File: src/rtl/fxalu_div_cell.sv
`timescale 1ns / 1ps
module fxalu_div_cell #(
   parameter int QW = 40,
   parameter int DW = 32,
   parameter int CW = 47
) (
   input  logic          clock,
   input  logic          advance,
   input  logic [DW:0]   rem_in,
   input  logic [QW-1:0] num_in,
   input  logic [DW-1:0] den_in,
   input  logic [CW-1:0] ctx_in,
   output logic [DW:0]   rem_out,
   output logic [QW-1:0] num_out,
   output logic [DW-1:0] den_out,
   output logic [CW-1:0] ctx_out
);
   // One restoring-division step: shift in the next numerator bit, subtract
   // when the partial remainder covers the divisor. Quotient bits replace
   // numerator bits from the bottom as the numerator shifts out the top.
   logic [DW+1:0] trial;
   logic [DW+1:0] sub;
   logic [DW:0]   rem_ff, rem_in_w;
   logic [QW-1:0] num_ff, num_in_w;
   logic [DW-1:0] den_ff;
   logic [CW-1:0] ctx_ff;

   always_comb begin
      trial = {rem_in, num_in[QW-1]};
      sub   = trial - {2'b00, den_in};
      if (!sub[DW+1]) begin
         rem_in_w = sub[DW:0];
         num_in_w = {num_in[QW-2:0], 1'b1};
      end else begin
         rem_in_w = trial[DW:0];
         num_in_w = {num_in[QW-2:0], 1'b0};
      end
   end

   always_ff @(posedge clock) begin
      if (advance) begin
         rem_ff <= rem_in_w;
         num_ff <= num_in_w;
         den_ff <= den_in;
         ctx_ff <= ctx_in;
      end
   end

   assign rem_out = rem_ff;
   assign num_out = num_ff;
   assign den_out = den_ff;
   assign ctx_out = ctx_ff;
endmodule

File: config.mk
export PLATFORM = sky130hd
export DESIGN_NAME = fxalu_div_cell
export DESIGN_NICKNAME = d
export VERILOG_FILES = /design/src/rtl/fxalu_div_cell.sv
export SDC_FILE = /design/constraint.sdc
export NUM_CORES = 1
export LEC_CHECK = 0
export BUFFER_PORTS_ARGS = -buffer_cell sky130_fd_sc_hd__buf_4
export CORE_MARGIN = 4
export CORE_UTILIZATION = 40
export CTS_BUF_LIST = sky130_fd_sc_hd__clkbuf_4 sky130_fd_sc_hd__clkbuf_8
export CTS_CLUSTER_DIAMETER = 150
export DETAILED_ROUTE_END_ITERATION = 12
export PLACE_DENSITY = 0.7
export SLEW_MARGIN = 15
export SYNTH_ARGS = -nofsm -noshare
export SYNTH_HDL_FRONTEND = slang
export SYNTH_SLANG_ARGS = --single-unit
File: constraint.sdc
create_clock -name clock -period 9 [get_ports clock]
set_clock_uncertainty 0.05 [all_clocks]
set_input_delay 0.45 -clock clock [delete_from_list [all_inputs] [get_ports clock]]
set_output_delay 0.45 -clock clock [all_outputs]
set_load 0.01 [all_outputs]
# After elaboration in Yosys (flattened, before gate mapping)
# Cells that the tools add are included.
# W data, S select, Z words.
classes:
  n_addsub: 1
  magnitude_cmp: 0
  n_shift: 0
  eq_ne: 0
  div_mod_pow: 0
  muxes: 2
  n_mul: 0
  n_reduce_logical: 0
  bitwise_logic: 0
ops:
  columns: ["cell", "n"]
  rows:
  - ["$sub A34 B32 Y34", 1]
  - ["$mux W33", 1]
  - ["$mux W1", 1]
totals:
  romBits: 0
  in_bits: 154
  elab_cells: 7
  latchBits: 0
  n_memories: 0
  mem_bits_rw: 0
  output_inout_bits: 152
  register_bits: 152

# Logic depth before layout (Yosys ltp)
depth:
  depth_word: 2
  depth_mapped: 15
  mapped_depth_nobuf: 12

# Worst setup path before layout
# No wires, ideal clock.
synth_path:
  path_type: "input-to-reg"
  startpoint: "input den_in[6]"
  endpoint: "register rem_ff[10] (netlist: rem_out[10]), data pin"
  setup_time_ns: 0.260
  n_path_buf: 2
  arrival_time_ns: 2.823
  cell_stages: 13
  path_slack_ns: 5.867
  path_cell_list: "inv_1 -> ha_1 -> a21o_1 -> a32o_1 -> o211ai_2 -> o2111a_2 -> nor2_4 -> a22o_4 -> or2_1 -> buf_6 -> inv_6 -> buf_8 -> mux2_4"
synth_via:
  elab_chain_len: 2
synth_lines:
  columns: ["item", "line", "source"]
  rows:
  - ["from (decl)", "11", "input logic [DW-1:0] den_in,"]
  - ["$sub A34 B32 Y34", "30", "sub = trial - {2'b00, den_in};"]
  - ["$mux W33", "31", "if (!sub[DW+1]) begin"]
  - ["net rem_in_w[10]", "23", "logic [DW:0] rem_ff, rem_in_w;"]
  - ["to (signal assigned)", "42", "rem_ff <= rem_in_w;"]
  - ["to (decl)", "23", null]
# The timed path passes the listed nets, and every way through them passes these cells.
# A chain may end at the register's enable or synchronous reset.

# Final worst setup path
layout_path:
  startpoint: "input den_in[1]"
  endpoint: "register rem_ff[5] (netlist: rem_out[5]), data pin"
# The elaborated chain is that of the path after synthesis.

==> impl_metrics.yaml <==
clock_network:
  clock_tree.htree_level_count: 4
  cts.clk_slew.worst_paths_ns: 0.09
  postCtsHoldBufs: 0
  cts.repair.resized: 0
  numCtsBuffers: 17
  cts.repair_timing.setup_buffer_count: 0
  cts.path.max_buffers: 2
  ctsRootBufferMaster: "sky130_fd_sc_hd__clkbuf_8"
  cts_tree: "built"
  clkSinkCount: 152
logic_synthesis:
  avgSynthCellArea_um2: 15.16
  warning_count_from_the_yosys_run: 0
  synth_enable_flop_cells: 152
  leading_post_synthesis_cells_by_cell_area: "sky130_fd_sc_hd__edfxtp_1, sky130_fd_sc_hd__ha_1, sky130_fd_sc_hd__mux2_4"
  synth.cell_area_um2: 6869
  synth.cells.most_frequent: "sky130_fd_sc_hd__edfxtp_1, sky130_fd_sc_hd__inv_1, sky130_fd_sc_hd__ha_1, sky130_fd_sc_hd__o21ai_0, sky130_fd_sc_hd__a21oi_1"
  post_synthesis_net_count: 640
  ys_types: 58
  synthCells: 453
  ys_async_sr_fraction_pct: 0
  ys_seq_area_share_pct: 66.45
  ys_ff_latch: 152
  synth_top_area_cell: "sky130_fd_sc_hd__edfxtp_1"
  synth_most_common_cell: "sky130_fd_sc_hd__edfxtp_1"
  post-synth-top-area-fraction_pct: 66.45
  synthFlopType: "sky130_fd_sc_hd__edfxtp_1"
critical_path:
  cp_max_fo: 25
  arrival_time_at_the_worst_endpoint_ns: 3.63
  worst_setup_path_start_kind: "primary input"
  wp_data_required_ns: 9.15
  cp-end-kind: "flip-flop"
  critical_path_class: "in -> reg"
global_route:
  grt_first_pass_wirelength_um: 29220
  grt.total_usage_pct: 19.48
  initial_antenna_violation_count: 0
  via_count_of_the_first_global_routing_pass: 5120
  global_route.overflow_total: 0
  largest_net_degree_at_the_start_of_global_routing: 90
routing:
  detail_route.wirelength_um: 19140
  number_of_violations_reported_at_the_end_of_detailed_routing_iteration_0: 243
  detail_route.first_pass.iterations: 4
  detail-route-antenna-nets: 0
  drcViolationCount: 0
  via_count: 4994
  detail_route.wl_per_cell_um: 19.08
  post_drt_via_cell_ratio: 4.979
worst_hold_path:
  timing.hold.worst.class: "in -> reg"
  worstHoldStart: "num_in[28]"
  min_delay_path_depth: 1
  holdPathEnd: "num_out[29]$_DFFE_PP_"
layout:
  number_of_diodes: 0
  final_core_util_pct: 58.66
  ratio_of_cells_with_drive_above_1_in_the_final_layout_pct: 47.13
  layout-area-overhead-vs-synth_pct: 42.62
  nNetsFinal: 957
place:
  place.port_buffers: 305
  place.gp.congestion: 0.8812
  hpwlAfterDp_um: 14920
power_and_ir_drop:
  peakVddDrop_mv: 0.08686
  total_leakage_power_nw: 4.323
  power_mw: 1.818
  power_density_nw_per_um2: 185.6
sta:
  slew_headroom_pct: 26.14
  clock.fmax_mhz: 287.4
  setup_viol: 0
  finalHoldViolCount: 0
  slew_at_the_pin_closest_to_its_max_slew_limit_ns: 1.108
  final_max_slew_viol_count: 0
  portion_of_the_clock_cycle_consumed_by_the_worst_path_in_the_final_layout_pct: 38.66
  rsz0062_at_grt: "no"
  fin_tns_setup_ns: 0
  post-route-min-period_ns: 3.480
floorplanning:
  die_width_um: 139.0
  initial_core_util_pct: 41.13
  fp.dieArea_um2: 19330
  pin_count: 306
  area_of_the_placeable_core_um2: 16700
  vert_die_dim_um: 139.0
  num_rows: 47
job:
  timing.max_cap.violations: 0
run_status:
  outcome: "finished clean"
==> how the worst max path moves through the flow <==
stage | start | slack (ns) | to | depth (start not counted)
final | den_in[1] | 5.52 | rem_out[5]$_DFFE_PP_ | 13
after global routing | rem_in[11] | 5.38 | rem_out[5]$_DFFE_PP_ | 12
after CTS | den_in[1] | 5.55 | rem_out[5]$_DFFE_PP_ | 13
after detailed placement | den_in[1] | 5.05 | rem_out[5]$_DFFE_PP_ | 13
after global placement | rem_in[0] | 5.10 | rem_out[9]$_DFFE_PP_ | 12
after floorplan | den_in[6] | 5.87 | rem_out[10]$_DFFE_PP_ | 13
==> metrics by stage <==
stage          cell area (um2)  instances  hold WS [ns]  setup WS [ns]
5_1_grt                   9797       1003       0.07812          5.377
3_5_place_dp              9383        971        0.5793          5.051
6_report                  9797       1003        0.1180          5.520
2_1_floorplan             6869        453        0.4989          5.867
3_3_place_gp              9383        971        0.5785          5.102
4_1_cts                   9797       1003       0.08590          5.548
==> cells in the final DEF, fill, tap and decap left out, types with 7 or more instances in the layout <==
| cell type | Yosys | routed |
|---|---|---|
| sky130_fd_sc_hd__a21o_1 | 15 | 15 |
| sky130_fd_sc_hd__a21oi_1 | 20 | 20 |
| sky130_fd_sc_hd__buf_4 | 0 | 305 |
| sky130_fd_sc_hd__clkbuf_8 | 0 | 17 |
| sky130_fd_sc_hd__edfxtp_1 | 152 | 152 |
| sky130_fd_sc_hd__ha_1 | 32 | 32 |
| sky130_fd_sc_hd__inv_1 | 42 | 42 |
| sky130_fd_sc_hd__inv_6 | 1 | 7 |
| sky130_fd_sc_hd__mux2_4 | 19 | 19 |
| sky130_fd_sc_hd__nand2_1 | 11 | 11 |
| sky130_fd_sc_hd__nor2_1 | 11 | 11 |
| sky130_fd_sc_hd__nor3_1 | 7 | 7 |
| sky130_fd_sc_hd__o21ai_0 | 24 | 24 |
| sky130_fd_sc_hd__xnor2_1 | 18 | 18 |
| sky130_fd_sc_hd__xor2_1 | 8 | 8 |
==> registers in the layout (all words and copies together) (netlist names) <==
register	cells
ctx_out	47
num_out	40
rem_out	33
den_out	32
==> layer usage <==
layer / global-route usage [%] / vias to the layer above / wire length [um]
li1: - / 2369 / -
met4: 7.673 / 0 / 514
met2: 34.59 / 206 / 10060
met1: 21.67 / 2388 / 7072
met5: 0 / - / 0
met3: 6.310 / 31 / 1491
==> critical path, stage by stage <==
cell and delay, ns:
sky130_fd_sc_hd__buf_4 0.10, sky130_fd_sc_hd__inv_1 0.04, sky130_fd_sc_hd__ha_1 0.26, sky130_fd_sc_hd__nor2b_1 0.14, sky130_fd_sc_hd__o2111ai_1 0.35, sky130_fd_sc_hd__a21oi_2 0.14
sky130_fd_sc_hd__o211ai_2 0.22, sky130_fd_sc_hd__o2111a_2 0.26, sky130_fd_sc_hd__nor2_4 0.07, sky130_fd_sc_hd__a211oi_4 0.49, sky130_fd_sc_hd__or2_1 0.48, sky130_fd_sc_hd__inv_6 0.24
sky130_fd_sc_hd__mux2_1 0.38
==> cells by family after synthesis <==
group / share of synthesized area [%]
and+or+nand+nor: 4.681
xor gates and xnor gates: 3.315
adders and majority gates: 6.120
AOI/OAI and AO/OA: 10.98
muxes: 5.118
buffers and inverters: 3.333
DFF: 66.45
==> final cells by class <==
cell class	count	area, um2
repair buffers	306	2301
clock inverters	15	180.2
well taps	220	275.3
flip-flops and latches	152	4564
inverters	43	166.4
multi-input cells	250	2076
fillers	1382	6904
clock buffers	17	234.0
==> power breakdown <==
part           internal [mW]  switching, mW  leakage, nW
clock network          0.258          0.287        0.207
registers              0.859         0.0194         1.49
logic                  0.206          0.189         2.63
(Power assumes the default switching activity.)
